File: src/design/htesc_pkg.sv
// Package with the payload types, string tables and decimal powers of the HTML escaper.
package htesc_pkg;

   localparam int TAB_STOP = 8;
   localparam int COL_W = $clog2(TAB_STOP);
   localparam int CP_W = 21;
   localparam int STR_IDX_W = 3;
   localparam int DEC_IDX_W = 3;
   localparam int DEC_TOP = 6;

   localparam logic [1:0] MODE_PRE_BIT = 2'd0;
   localparam logic [1:0] MODE_NL_BIT = 2'd1;
   localparam logic [1:0] MODE_SP_BIT = 2'd2;

   localparam logic [CP_W-1:0] CP_TAB = 21'd9;
   localparam logic [CP_W-1:0] CP_LF = 21'd10;
   localparam logic [CP_W-1:0] CP_CR = 21'd13;
   localparam logic [CP_W-1:0] CP_SPACE = 21'd32;
   localparam logic [CP_W-1:0] CP_QUOT = 21'd34;
   localparam logic [CP_W-1:0] CP_AMP = 21'd38;
   localparam logic [CP_W-1:0] CP_LT = 21'd60;
   localparam logic [CP_W-1:0] CP_GT = 21'd62;
   localparam logic [CP_W-1:0] CP_PRINT_LO = 21'h20;
   localparam logic [CP_W-1:0] CP_PRINT_HI = 21'h80;

   localparam logic [7:0] BYTE_SPACE = 8'h20;
   localparam logic [7:0] BYTE_LF = 8'h0A;
   localparam logic [7:0] BYTE_SEMI = 8'h3B;
   localparam logic [7:0] BYTE_ZERO = 8'h30;

   typedef struct packed {
      logic [CP_W-1:0] code_point;
      logic            first_of_text;
      logic            last_of_text;
   } req_payload_type;

   typedef struct packed {
      logic [7:0] out_byte;
      logic       last_byte;
   } rsp_payload_type;

   typedef enum logic [3:0] {
      STR_LT,
      STR_GT,
      STR_AMP,
      STR_QUOT,
      STR_NBSP,
      STR_BR,
      STR_PRE_OPEN,
      STR_PRE_CLOSE,
      STR_DEC_OPEN,
      STR_SPACE
   } str_id_type;

   function automatic logic [47:0] str_text(input str_id_type id);
      logic [47:0] s;
      case (id)
         STR_LT:        s = {"&lt;", 16'h0};
         STR_GT:        s = {"&gt;", 16'h0};
         STR_AMP:       s = {"&amp;", 8'h0};
         STR_QUOT:      s = "&quot;";
         STR_NBSP:      s = "&nbsp;";
         STR_BR:        s = {"<br>", 16'h0};
         STR_PRE_OPEN:  s = "<PRE>\n";
         STR_PRE_CLOSE: s = "</PRE>";
         STR_DEC_OPEN:  s = {"&#", 32'h0};
         STR_SPACE:     s = {" ", 40'h0};
         default:       s = 48'h0;
      endcase
      return s;
   endfunction

   function automatic logic [STR_IDX_W-1:0] str_last_idx(input str_id_type id);
      logic [STR_IDX_W-1:0] n;
      case (id)
         STR_LT:        n = 3'd3;
         STR_GT:        n = 3'd3;
         STR_AMP:       n = 3'd4;
         STR_QUOT:      n = 3'd5;
         STR_NBSP:      n = 3'd5;
         STR_BR:        n = 3'd3;
         STR_PRE_OPEN:  n = 3'd5;
         STR_PRE_CLOSE: n = 3'd5;
         STR_DEC_OPEN:  n = 3'd1;
         STR_SPACE:     n = 3'd0;
         default:       n = 3'd0;
      endcase
      return n;
   endfunction

   function automatic logic [7:0] str_byte(input str_id_type id,
                                           input logic [STR_IDX_W-1:0] idx);
      logic [47:0] s;
      s = str_text(id);
      return s[47 - 8 * idx -: 8];
   endfunction

   function automatic logic [CP_W-1:0] pow10(input logic [DEC_IDX_W-1:0] idx);
      logic [CP_W-1:0] p;
      case (idx)
         3'd0:    p = 21'd1;
         3'd1:    p = 21'd10;
         3'd2:    p = 21'd100;
         3'd3:    p = 21'd1000;
         3'd4:    p = 21'd10000;
         3'd5:    p = 21'd100000;
         3'd6:    p = 21'd1000000;
         default: p = 21'd1;
      endcase
      return p;
   endfunction

endpackage

File: src/design/text_to_html_escaper_top.sv
// Top level of the HTML escaper: sequencer, decimal digit unit and output register.
//
// Each request carries one code point and produces zero or more HTML bytes, one byte per
// cycle at best, with last_byte set on the final byte of the request. The block takes one
// request at a time and holds req_stall high until the last byte of it has moved to the
// output register. A request passes through acceptance, the production of each byte, an end
// step that also writes a space still held at the end of a text, and a step that moves the
// last byte to the output register. A decimal character reference is produced by one shared
// compare-and-subtract unit that finds each digit by repeated subtraction of a power of ten
// and also spends a step on each leading zero it skips. A space with space conversion on
// that is neither first nor last of a text is held back until the next request. format_mode
// may only be written while no request is in progress.
module text_to_html_escaper_top (
   input  logic                      clock,
   input  logic                      reset,
   input  logic                      req_valid,
   output logic                      req_stall,
   input  htesc_pkg::req_payload_type req_payload,
   output logic                      rsp_valid,
   input  logic                      rsp_stall,
   output htesc_pkg::rsp_payload_type rsp_payload,
   input  logic                      csr_write_enable,
   input  logic [2:0]                csr_write_data
);
   import htesc_pkg::*;

   typedef enum logic [3:0] {
      S_IDLE,
      S_OPEN,
      S_HELD,
      S_BODY,
      S_CHAR,
      S_DIGIT,
      S_SEMI,
      S_TRAIL,
      S_CLOSE,
      S_FLUSH
   } state_type;

   typedef enum logic [1:0] {
      K_STR,
      K_TAB,
      K_NL,
      K_DEC
   } body_kind_type;

   state_type            state_ff, state_in;
   state_type            start_st_ff, start_st_in;
   body_kind_type        kind_ff, kind_in;
   str_id_type           body_str_ff, body_str_in;
   str_id_type           held_str_ff, held_str_in;
   logic [2:0]           mode_ff, mode_in;
   logic [COL_W-1:0]     col_ff, col_in;
   logic                 pend_ff, pend_in;
   logic                 held_ff, held_in;
   logic                 last_ff, last_in;
   logic [7:0]           ch_ff, ch_in;
   logic                 nl_ff, nl_in;
   logic [STR_IDX_W-1:0] idx_ff, idx_in;
   logic [CP_W-1:0]      rem_ff, rem_in;
   logic [DEC_IDX_W-1:0] pow_idx_ff, pow_idx_in;
   logic [3:0]           dig_ff, dig_in;
   logic                 started_ff, started_in;
   logic [7:0]           hold_ff, hold_in;
   logic                 hold_full_ff, hold_full_in;
   logic                 rsp_valid_ff, rsp_valid_in;
   rsp_payload_type      rsp_payload_ff, rsp_payload_in;

   logic                 accept;
   logic                 step_ok;
   logic                 emit;
   logic [7:0]           emit_byte;
   str_id_type           cur_str;
   logic [7:0]           str_b;
   logic                 str_end;
   logic [COL_W-1:0]     col_next;
   logic [CP_W-1:0]      pow;
   logic [CP_W-1:0]      cp;
   logic                 first;

   assign req_stall = (state_ff != S_IDLE);
   assign accept = req_valid && !req_stall;
   assign rsp_valid = rsp_valid_ff;
   assign rsp_payload = rsp_payload_ff;
   assign cp = req_payload.code_point;
   assign first = req_payload.first_of_text;

   always_comb begin
      case (state_ff)
         S_OPEN:  cur_str = STR_PRE_OPEN;
         S_HELD:  cur_str = held_str_ff;
         S_BODY:  cur_str = body_str_ff;
         S_CLOSE: cur_str = STR_PRE_CLOSE;
         default: cur_str = STR_SPACE;
      endcase
   end

   assign str_b = str_byte(cur_str, idx_ff);
   assign str_end = (idx_ff == str_last_idx(cur_str));
   assign col_next = (col_ff == COL_W'(TAB_STOP - 1)) ? '0 : col_ff + 1'b1;
   assign pow = pow10(pow_idx_ff);
   assign step_ok = !hold_full_ff || !rsp_valid_ff || !rsp_stall;

   always_comb begin
      state_in = state_ff;
      start_st_in = start_st_ff;
      kind_in = kind_ff;
      body_str_in = body_str_ff;
      held_str_in = held_str_ff;
      mode_in = mode_ff;
      col_in = col_ff;
      pend_in = pend_ff;
      held_in = held_ff;
      last_in = last_ff;
      ch_in = ch_ff;
      nl_in = nl_ff;
      idx_in = idx_ff;
      rem_in = rem_ff;
      pow_idx_in = pow_idx_ff;
      dig_in = dig_ff;
      started_in = started_ff;
      hold_in = hold_ff;
      hold_full_in = hold_full_ff;
      rsp_valid_in = rsp_valid_ff && rsp_stall;
      rsp_payload_in = rsp_payload_ff;
      emit = 1'b0;
      emit_byte = str_b;

      if (csr_write_enable) begin
         mode_in = csr_write_data;
      end

      case (state_ff)
         S_IDLE: begin
            if (accept) begin
               last_in = req_payload.last_of_text;
               idx_in = '0;
               nl_in = 1'b0;
               ch_in = cp[7:0];
               kind_in = K_STR;
               body_str_in = STR_NBSP;
               rem_in = cp;
               pow_idx_in = DEC_IDX_W'(DEC_TOP);
               dig_in = '0;
               started_in = 1'b0;
               held_in = first ? 1'b0 : pend_ff;
               pend_in = 1'b0;
               if (first) begin
                  col_in = '0;
               end
               held_str_in = (cp == CP_SPACE || cp == CP_TAB) ? STR_NBSP : STR_SPACE;
               start_st_in = S_BODY;
               if (cp == CP_LT) begin
                  body_str_in = STR_LT;
               end else if (cp == CP_GT) begin
                  body_str_in = STR_GT;
               end else if (cp == CP_AMP) begin
                  body_str_in = STR_AMP;
               end else if (cp == CP_QUOT) begin
                  body_str_in = STR_QUOT;
               end else if (cp == CP_LF) begin
                  ch_in = BYTE_LF;
                  nl_in = 1'b1;
                  if (mode_ff[MODE_NL_BIT]) begin
                     kind_in = K_NL;
                     body_str_in = STR_BR;
                  end else begin
                     start_st_in = S_CHAR;
                  end
               end else if (cp == CP_TAB) begin
                  if (mode_ff[MODE_NL_BIT] || mode_ff[MODE_SP_BIT]) begin
                     kind_in = K_TAB;
                  end else begin
                     start_st_in = S_CHAR;
                  end
               end else if (cp == CP_SPACE) begin
                  if (!mode_ff[MODE_SP_BIT]) begin
                     start_st_in = S_CHAR;
                  end else if (!first) begin
                     pend_in = 1'b1;
                     start_st_in = S_TRAIL;
                  end
               end else if ((cp >= CP_PRINT_LO && cp < CP_PRINT_HI) || cp == CP_CR) begin
                  start_st_in = S_CHAR;
               end else begin
                  kind_in = K_DEC;
                  body_str_in = STR_DEC_OPEN;
               end
               if (first && mode_ff[MODE_PRE_BIT]) begin
                  state_in = S_OPEN;
               end else if (!first && pend_ff) begin
                  state_in = S_HELD;
               end else begin
                  state_in = start_st_in;
               end
            end
         end
         S_OPEN: begin
            if (step_ok) begin
               emit = 1'b1;
               if (str_end) begin
                  idx_in = '0;
                  state_in = held_ff ? S_HELD : start_st_ff;
               end else begin
                  idx_in = idx_ff + 1'b1;
               end
            end
         end
         S_HELD: begin
            if (step_ok) begin
               emit = 1'b1;
               if (str_end) begin
                  idx_in = '0;
                  col_in = col_next;
                  state_in = start_st_ff;
               end else begin
                  idx_in = idx_ff + 1'b1;
               end
            end
         end
         S_BODY: begin
            if (step_ok) begin
               emit = 1'b1;
               if (str_end) begin
                  idx_in = '0;
                  case (kind_ff)
                     K_STR: begin
                        col_in = col_next;
                        state_in = S_TRAIL;
                     end
                     K_TAB: begin
                        col_in = col_next;
                        if (col_next == '0) begin
                           state_in = S_TRAIL;
                        end
                     end
                     K_NL: state_in = S_CHAR;
                     K_DEC: state_in = S_DIGIT;
                     default: state_in = S_TRAIL;
                  endcase
               end else begin
                  idx_in = idx_ff + 1'b1;
               end
            end
         end
         S_CHAR: begin
            if (step_ok) begin
               emit = 1'b1;
               emit_byte = ch_ff;
               col_in = nl_ff ? '0 : col_next;
               state_in = S_TRAIL;
            end
         end
         S_DIGIT: begin
            if (step_ok) begin
               if (rem_ff >= pow) begin
                  rem_in = rem_ff - pow;
                  dig_in = dig_ff + 1'b1;
               end else begin
                  if (dig_ff != '0 || started_ff || pow_idx_ff == '0) begin
                     emit = 1'b1;
                     emit_byte = BYTE_ZERO + {4'h0, dig_ff};
                     started_in = 1'b1;
                  end
                  dig_in = '0;
                  if (pow_idx_ff == '0) begin
                     state_in = S_SEMI;
                  end else begin
                     pow_idx_in = pow_idx_ff - 1'b1;
                  end
               end
            end
         end
         S_SEMI: begin
            if (step_ok) begin
               emit = 1'b1;
               emit_byte = BYTE_SEMI;
               col_in = col_next;
               state_in = S_TRAIL;
            end
         end
         S_TRAIL: begin
            if (step_ok) begin
               if (last_ff && pend_ff) begin
                  emit = 1'b1;
                  emit_byte = BYTE_SPACE;
                  col_in = col_next;
                  pend_in = 1'b0;
               end
               state_in = (last_ff && mode_ff[MODE_PRE_BIT]) ? S_CLOSE : S_FLUSH;
            end
         end
         S_CLOSE: begin
            if (step_ok) begin
               emit = 1'b1;
               if (str_end) begin
                  idx_in = '0;
                  state_in = S_FLUSH;
               end else begin
                  idx_in = idx_ff + 1'b1;
               end
            end
         end
         S_FLUSH: begin
            if (step_ok) begin
               if (hold_full_ff) begin
                  rsp_valid_in = 1'b1;
                  rsp_payload_in.out_byte = hold_ff;
                  rsp_payload_in.last_byte = 1'b1;
                  hold_full_in = 1'b0;
               end
               state_in = S_IDLE;
            end
         end
         default: state_in = S_IDLE;
      endcase

      if (emit) begin
         if (hold_full_ff) begin
            rsp_valid_in = 1'b1;
            rsp_payload_in.out_byte = hold_ff;
            rsp_payload_in.last_byte = 1'b0;
         end
         hold_in = emit_byte;
         hold_full_in = 1'b1;
      end
   end

   always_ff @(posedge clock) begin
      if (reset) begin
         state_ff <= S_IDLE;
         mode_ff <= '0;
         col_ff <= '0;
         pend_ff <= 1'b0;
         hold_full_ff <= 1'b0;
         rsp_valid_ff <= 1'b0;
      end else begin
         state_ff <= state_in;
         mode_ff <= mode_in;
         col_ff <= col_in;
         pend_ff <= pend_in;
         hold_full_ff <= hold_full_in;
         rsp_valid_ff <= rsp_valid_in;
      end
      start_st_ff <= start_st_in;
      kind_ff <= kind_in;
      body_str_ff <= body_str_in;
      held_str_ff <= held_str_in;
      held_ff <= held_in;
      last_ff <= last_in;
      ch_ff <= ch_in;
      nl_ff <= nl_in;
      idx_ff <= idx_in;
      rem_ff <= rem_in;
      pow_idx_ff <= pow_idx_in;
      dig_ff <= dig_in;
      started_ff <= started_in;
      hold_ff <= hold_in;
      rsp_payload_ff <= rsp_payload_in;
   end

`ifndef ASSERT_OFF
   a_idle_hold_empty: assert property (@(posedge clock) disable iff (reset)
      (state_ff == S_IDLE) |-> !hold_full_ff)
      else $error("Held byte left over while idle.");

   a_digit_range: assert property (@(posedge clock) disable iff (reset)
      (state_ff == S_DIGIT) |-> (dig_ff <= 4'd9))
      else $error("Decimal digit out of range.");

   a_busy_after_accept: assert property (@(posedge clock) disable iff (reset)
      accept |=> req_stall)
      else $error("Request accepted without entering the busy state.");

   a_column_range: assert property (@(posedge clock) disable iff (reset)
      col_ff <= COL_W'(TAB_STOP - 1))
      else $error("Column out of range.");
`endif

endmodule
File: config.mk
export PLATFORM = sky130hd
export DESIGN_NAME = text_to_html_escaper_top
export DESIGN_NICKNAME = d
export VERILOG_FILES = /design/src/design/htesc_pkg.sv /design/src/design/text_to_html_escaper_top.sv
export SDC_FILE = /design/constraint.sdc
export NUM_CORES = 1
export LEC_CHECK = 0
export BUFFER_PORTS_ARGS = -buffer_cell sky130_fd_sc_hd__buf_2
export CORE_MARGIN = 2
export CORE_UTILIZATION = 35
export CTS_BUF_LIST = sky130_fd_sc_hd__clkbuf_4 sky130_fd_sc_hd__clkbuf_8 sky130_fd_sc_hd__clkbuf_16
export DETAILED_ROUTE_END_ITERATION = 10
export GPL_ROUTABILITY_DRIVEN = 0
export GPL_TIMING_DRIVEN = 0
export SYNTH_ARGS = -nofsm -noshare
export SYNTH_HDL_FRONTEND = slang
export SYNTH_SLANG_ARGS = --single-unit
File: constraint.sdc
create_clock -name clock -period 8 [get_ports clock]
set_clock_uncertainty 0.05 [all_clocks]
set_input_delay 1.2 -clock clock [delete_from_list [all_inputs] [get_ports clock]]
set_output_delay 1.2 -clock clock [all_outputs]
set_load 0.02 [all_outputs]
# Word level (Yosys, flattened, before mapping)
# Memory sizes are Yosys's and may differ from the RTL's.
# Index checks and enable logic that the tools add are counted.
# op_classes
n_addsub	7
multipliers	0
n_div	0
n_lt_le_gt_ge	3
n_eq_ne	53
shift	1
mux	134
n_bitwise	0
reduce_logical	47
# op_table
operator	count
two-way mux 4 bit	34
one-hot mux 20 bit (6 select lines)	1
== test 21 x 6 -> 1 bit, second input constant	5
two-way mux 8 bit	12
two-way mux 3 bit	25
== test 21 x 4 -> 1 bit, second input constant	3
two-way mux 21 bit	3
variable part select 55 x 33 -> 8 bit	1
two-way mux 9 bit	5
!= test 2 bit, second input constant	22
one-hot mux 21 bit (2 select lines)	1
one-hot mux 4 bit (9 select lines)	1
two-way mux 1 bit	35
one-hot mux 4 bit (4 select lines)	2
one-hot mux 8 bit (4 select lines)	1
>= comparator 21 bit	1
>= comparator 21 x 6 -> 1 bit, second input constant	1
less-than comparator 21 x 8 -> 1 bit, second input constant	1
subtractor 21 bit	1
one-hot mux 3 bit (6 select lines)	1
== test 4 x 3 -> 1 bit, second input constant	4
AND reduction 16 bit	1
two-way mux 2 bit	7
== test 3 bit, second input constant	4
36 further kinds	73
# totals
reg_bits	87
latchBits	0
ram_bits	0
rom_bits	672
inputBits	31
mem_count	2
# memory_table
memory	words	width	rd	rd_ports_with_merged_regs	wr	line	text
(name not given)	16	39	1	0	0	htesc_pkg.sv:57	case (id)
(name not given)	16	3	1	0	0	htesc_pkg.sv:75	case (id)

# Logic depth before layout (Yosys ltp)
# depth
ltp_word	15
mapped_depth	14
mapped_depth_nobuf	14

# Least setup slack after synthesis
# No wires, ideal clock.
# synth_timing
kind	register to register
startpoint	register pow_idx_ff[0]
endpoint	register hold_ff[0] (enable)
t_arrival_ns	3.332
setup_slack_ns	4.247
stages_incl_launch_ff	12
synth_period_minus_slack_ns	3.753
cell_sequence	edfxtp_1 -> inv_1 -> ha_1 -> nand2_1 -> ha_1 -> and2_4 -> a221o_1 -> a21o_1 -> a2111o_1 -> a311o_2 -> and3_2 -> nor2_1
# synth_between
elab_chain_len	6
# synth_lines
item	line	text
start: declaration	text_to_html_escaper_top.sv:61	logic [DEC_IDX_W-1:0] pow_idx_ff, pow_idx_in;
start signal: assignment	text_to_html_escaper_top.sv:355	pow_idx_ff <= pow_idx_in;
== test 3 bit (tied with other cells)	htesc_pkg.sv:100	case (idx)
one-hot mux 20 bit (6 select lines) / logical OR 1 bit (equally long branches)	htesc_pkg.sv:100, text_to_html_escaper_top.sv:260	
>= comparator 21 bit / two-way mux 1 bit (equally long branches)	text_to_html_escaper_top.sv:256, text_to_html_escaper_top.sv:260	
two-way mux 1 bit *	text_to_html_escaper_top.sv:256	if (rem_ff >= pow) begin
two-way mux 1 bit *	text_to_html_escaper_top.sv:255	if (step_ok) begin
one-hot mux 1 bit (3 select lines) *	text_to_html_escaper_top.sv:133	case (state_ff)
via emit	text_to_html_escaper_top.sv:71	logic emit;
end signal: assignment	text_to_html_escaper_top.sv:358	hold_ff <= hold_in;
end: declaration	text_to_html_escaper_top.sv:64	logic [7:0] hold_ff, hold_in;
# Mark *: on every way through the listed nets, which the timed path passes. The rest lies on a longest branch.
# A chain may end at the register's enable or synchronous reset.

# Worst setup path after layout
# layout_timing
startpoint	register pow_idx_ff[0]
endpoint	register hold_ff[3] (enable)
# Same word-level chain as after synthesis.

==> flow_metrics.py <==
metrics = {
    "die": {
        "die-area_sq_um": 18600,
        "io-pin-count": 42,
        "die_w_um": 136,
        "start_util_pct": 35.7,
        "die_y_um": 136,
        "row_count": 48,
        "core_sq_um": 17200,
    },
    "logic_synthesis": {
        "yosys-top-cells-area": "edfxtp_1, ha_1, nor2_1",
        "syn_avg_cell_area_sq_um": 8.84,
        "synth-edff-count": 70,
        "ys_seq_area_share_pct": 38.6,
        "synth_common_cells": "nor2_1, edfxtp_1, nand2_1",
        "yosysTopAreaCellShare_pct": 34.3,
        "yosysUniqueCellTypes": 75,
        "yosys_warnings": 0,
        "synth-seq-cells": 83,
        "yosysMostFrequentCell": "nor2_1",
        "synth_top_area_cell": "edfxtp_1",
        "async_flop_share_pct": 0,
        "synth_flop_cell": "edfxtp_1",
        "synth_area_sq_um": 6120,
        "synthCells": 693,
        "synth.net_count": 762,
    },
    "critical_path": {
        "worst_ep_required_time_ns": 7.93,
        "critPathCaptureType": "flip-flop",
        "max_stage_delay_ns": 0.56,
        "critPathLaunchType": "flip-flop",
        "crit_type": "flip-flop to flip-flop",
        "critical_path_peak_fanout": 8,
        "path_cells": "inv_1 > ha_1 > nand2_1 > ha_1 > and2_4 > a221o_1 > a21o_1 > a2111o_1 > a311o_2 > and3_2 > nor2_1",
        "cpLargestDelayFamily": "compound AO/OA/AOI/OAI gates",
        "cpMaxStageDelayCell": "nor2_1",
        "crit_path_frequent_cell": "ha_1",
        "crit_buf_inv": 1,
        "arrival_ns": 4.29,
    },
    "timing": {
        "finalWorstSetupSlack_ns": 3.64,
        "worstMarginPinSlew_ns": 1.06,
        "layout_min_cycle_time_ns": 4.36,
        "relSlewSlack_pct": 29.5,
        "fmax_mhz": 229,
        "setup_viol": 0,
        "whs_ns": 0.420,
        "finalMaxSlewViolations": 0,
        "final.setup.tns_ns": 0,
        "rsz0062_at_grt": "no",
        "final-hold-violation-count": 0,
        "period_share_pct": 54.5,
    },
    "global_routing": {
        "grt_overflow": 0,
        "grt_pass1_wl_um": 27000,
        "grt_max_degree": 23,
        "grt_use_total_pct": 18.8,
        "grt_pass1_vias": 5070,
        "antenna_found_initial": 0,
    },
    "worst_hold_path": {
        "hold_path_class": "flip-flop to flip-flop",
    },
    "outcome": {
        "status": "completed",
    },
    "pwr": {
        "p_total_uw": 2410,
        "power.internal_uw": 1350,
        "seq_power_share_pct": 30.4,
        "p_sw_uw": 1050,
        "power_frac_comb_pct": 51.6,
        "ir_drop_mv": 0.153,
        "switching_share_pct": 43.8,
        "power_density_nw_per_um2": 347,
        "p_clk_share_pct": 18.0,
        "leakagePower_uw": 0.00265,
    },
    "clocking": {
        "cts_sinks": 83,
        "cts-buffers-inserted": 9,
        "clk_pin_slew_worst_paths_ns": 0.07,
        "cts.repair.resized": 0,
        "htreeDepth": 3,
        "clockRootBuffer": "clkbuf_16",
        "cts_tree": "built",
        "post_cts_buffers": 0,
        "cts_hold_buf": 0,
        "insertion_delay_ns": 0.35,
        "cts_buffer_depth": 2,
    },
    "route": {
        "finalWirelength_um": 16900,
        "drc_errors": 0,
        "vias": 5424,
        "routedWlPerCell_um": 17.3,
        "drt_iter0_markers": 613,
        "viasPerCell": 5.56,
        "drt_pass1_iterations": 5,
        "drtAntennaViolNets": 0,
    },
    "placed_design": {
        "dp.cells": 959,
        "numPortBuffers": 40,
        "pre_cts_slack_ns": 3.70,
        "hpwl_um": 12800,
    },
    "job": {
        "maxCapViolations": 0,
    },
    "final_layout": {
        "drive_above_1_share_pct": 10.7,
        "nNetsFinal": 814,
        "final-instance-count-excl-fill": 975,
        "diodes": 0,
        "syn_to_final_growth_pct": 13.1,
    },
}
[cells in the final DEF, fill, tap and decap left out, types with 15 or more instances in the layout]
cell type,count
a21oi_1,33
buf_2,43
clkbuf_1,26
edfxtp_1,70
ha_1,37
inv_1,33
mux2i_1,16
nand2_1,68
nand2b_1,15
nand3_1,21
nor2_1,73
nor3_1,19
o21ai_0,54
xnor2_1,15
[area by class of cell]
class	instances	area, sq um
Sequential cell	83	2360
Inverter	33	124
Tap cell	225	282
Fill cell	1771	10200
Multi-Input combinational cell	543	3510
Timing Repair Buffer	41	215
Buffer	34	135
Clock buffer	9	225
Clock inverter	7	77.6
[path summary, 6_finish.rpt]
path	from	end	slack (ns)	cells after the start
max reg2reg	pow_idx_ff[0]	hold_ff[3]	3.64	11
min	col_ff[2]	col_ff[2]	0.42	2
max	pow_idx_ff[0]	hold_ff[3]	3.64	11
min reg2reg	col_ff[2]	col_ff[2]	0.42	2
[routing by layer]
metal	track usage (%)	part of all wire, %	up-vias
li1	-	-	2676
met1	27.3	49	2555
met2	28.5	44	170
met3	3.24	5.3	23
met4	5.67	1.8	0
met5	0	0	-
[power by group through the flow]
| stage | registers [uW] | logic, uW | clock network, uW |
|---|---|---|---|
| after detailed placement | 740 | 1210 | 0 |
| after CTS | 732 | 1230 | 439 |
| after floorplan | 747 | 879 | 0 |
| final | 732 | 1240 | 433 |
| after global routing | 748 | 1380 | 459 |
| after global placement | 739 | 1210 | 0 |
[stage by stage]
stage          area [sq um]  utilization (%)
2_1_floorplan          6120                -
4_1_cts                6930             40.3
5_1_grt                6930             40.3
6_report               6930             40.3
3_3_place_gp           6610             38.5
3_5_place_dp           6630             38.6
[tightest hold or removal path: cells and delay by family, from the launching register on]
kind / cells / cell delay, ns
DFF: 1 / 0.32
muxes: 1 / 0.05
and+or+nand+nor: 1 / 0.05
[logic make-up (layout without fill, tap and decap cells)]
logic type / Yosys count / in the layout / synth area share, %
adder cells (fa/ha/maj): 38 / 38 / 7.89
AO/OA/AOI/OAI: 198 / 198 / 21.7
buffers and inverters: 67 / 124 / 4.23
XOR/XNOR: 19 / 19 / 2.72
multiplexers: 16 / 16 / 2.61
flip-flops: 83 / 83 / 38.6
AND/OR/NAND/NOR: 272 / 272 / 22.2
(Power assumes the default switching activity.)
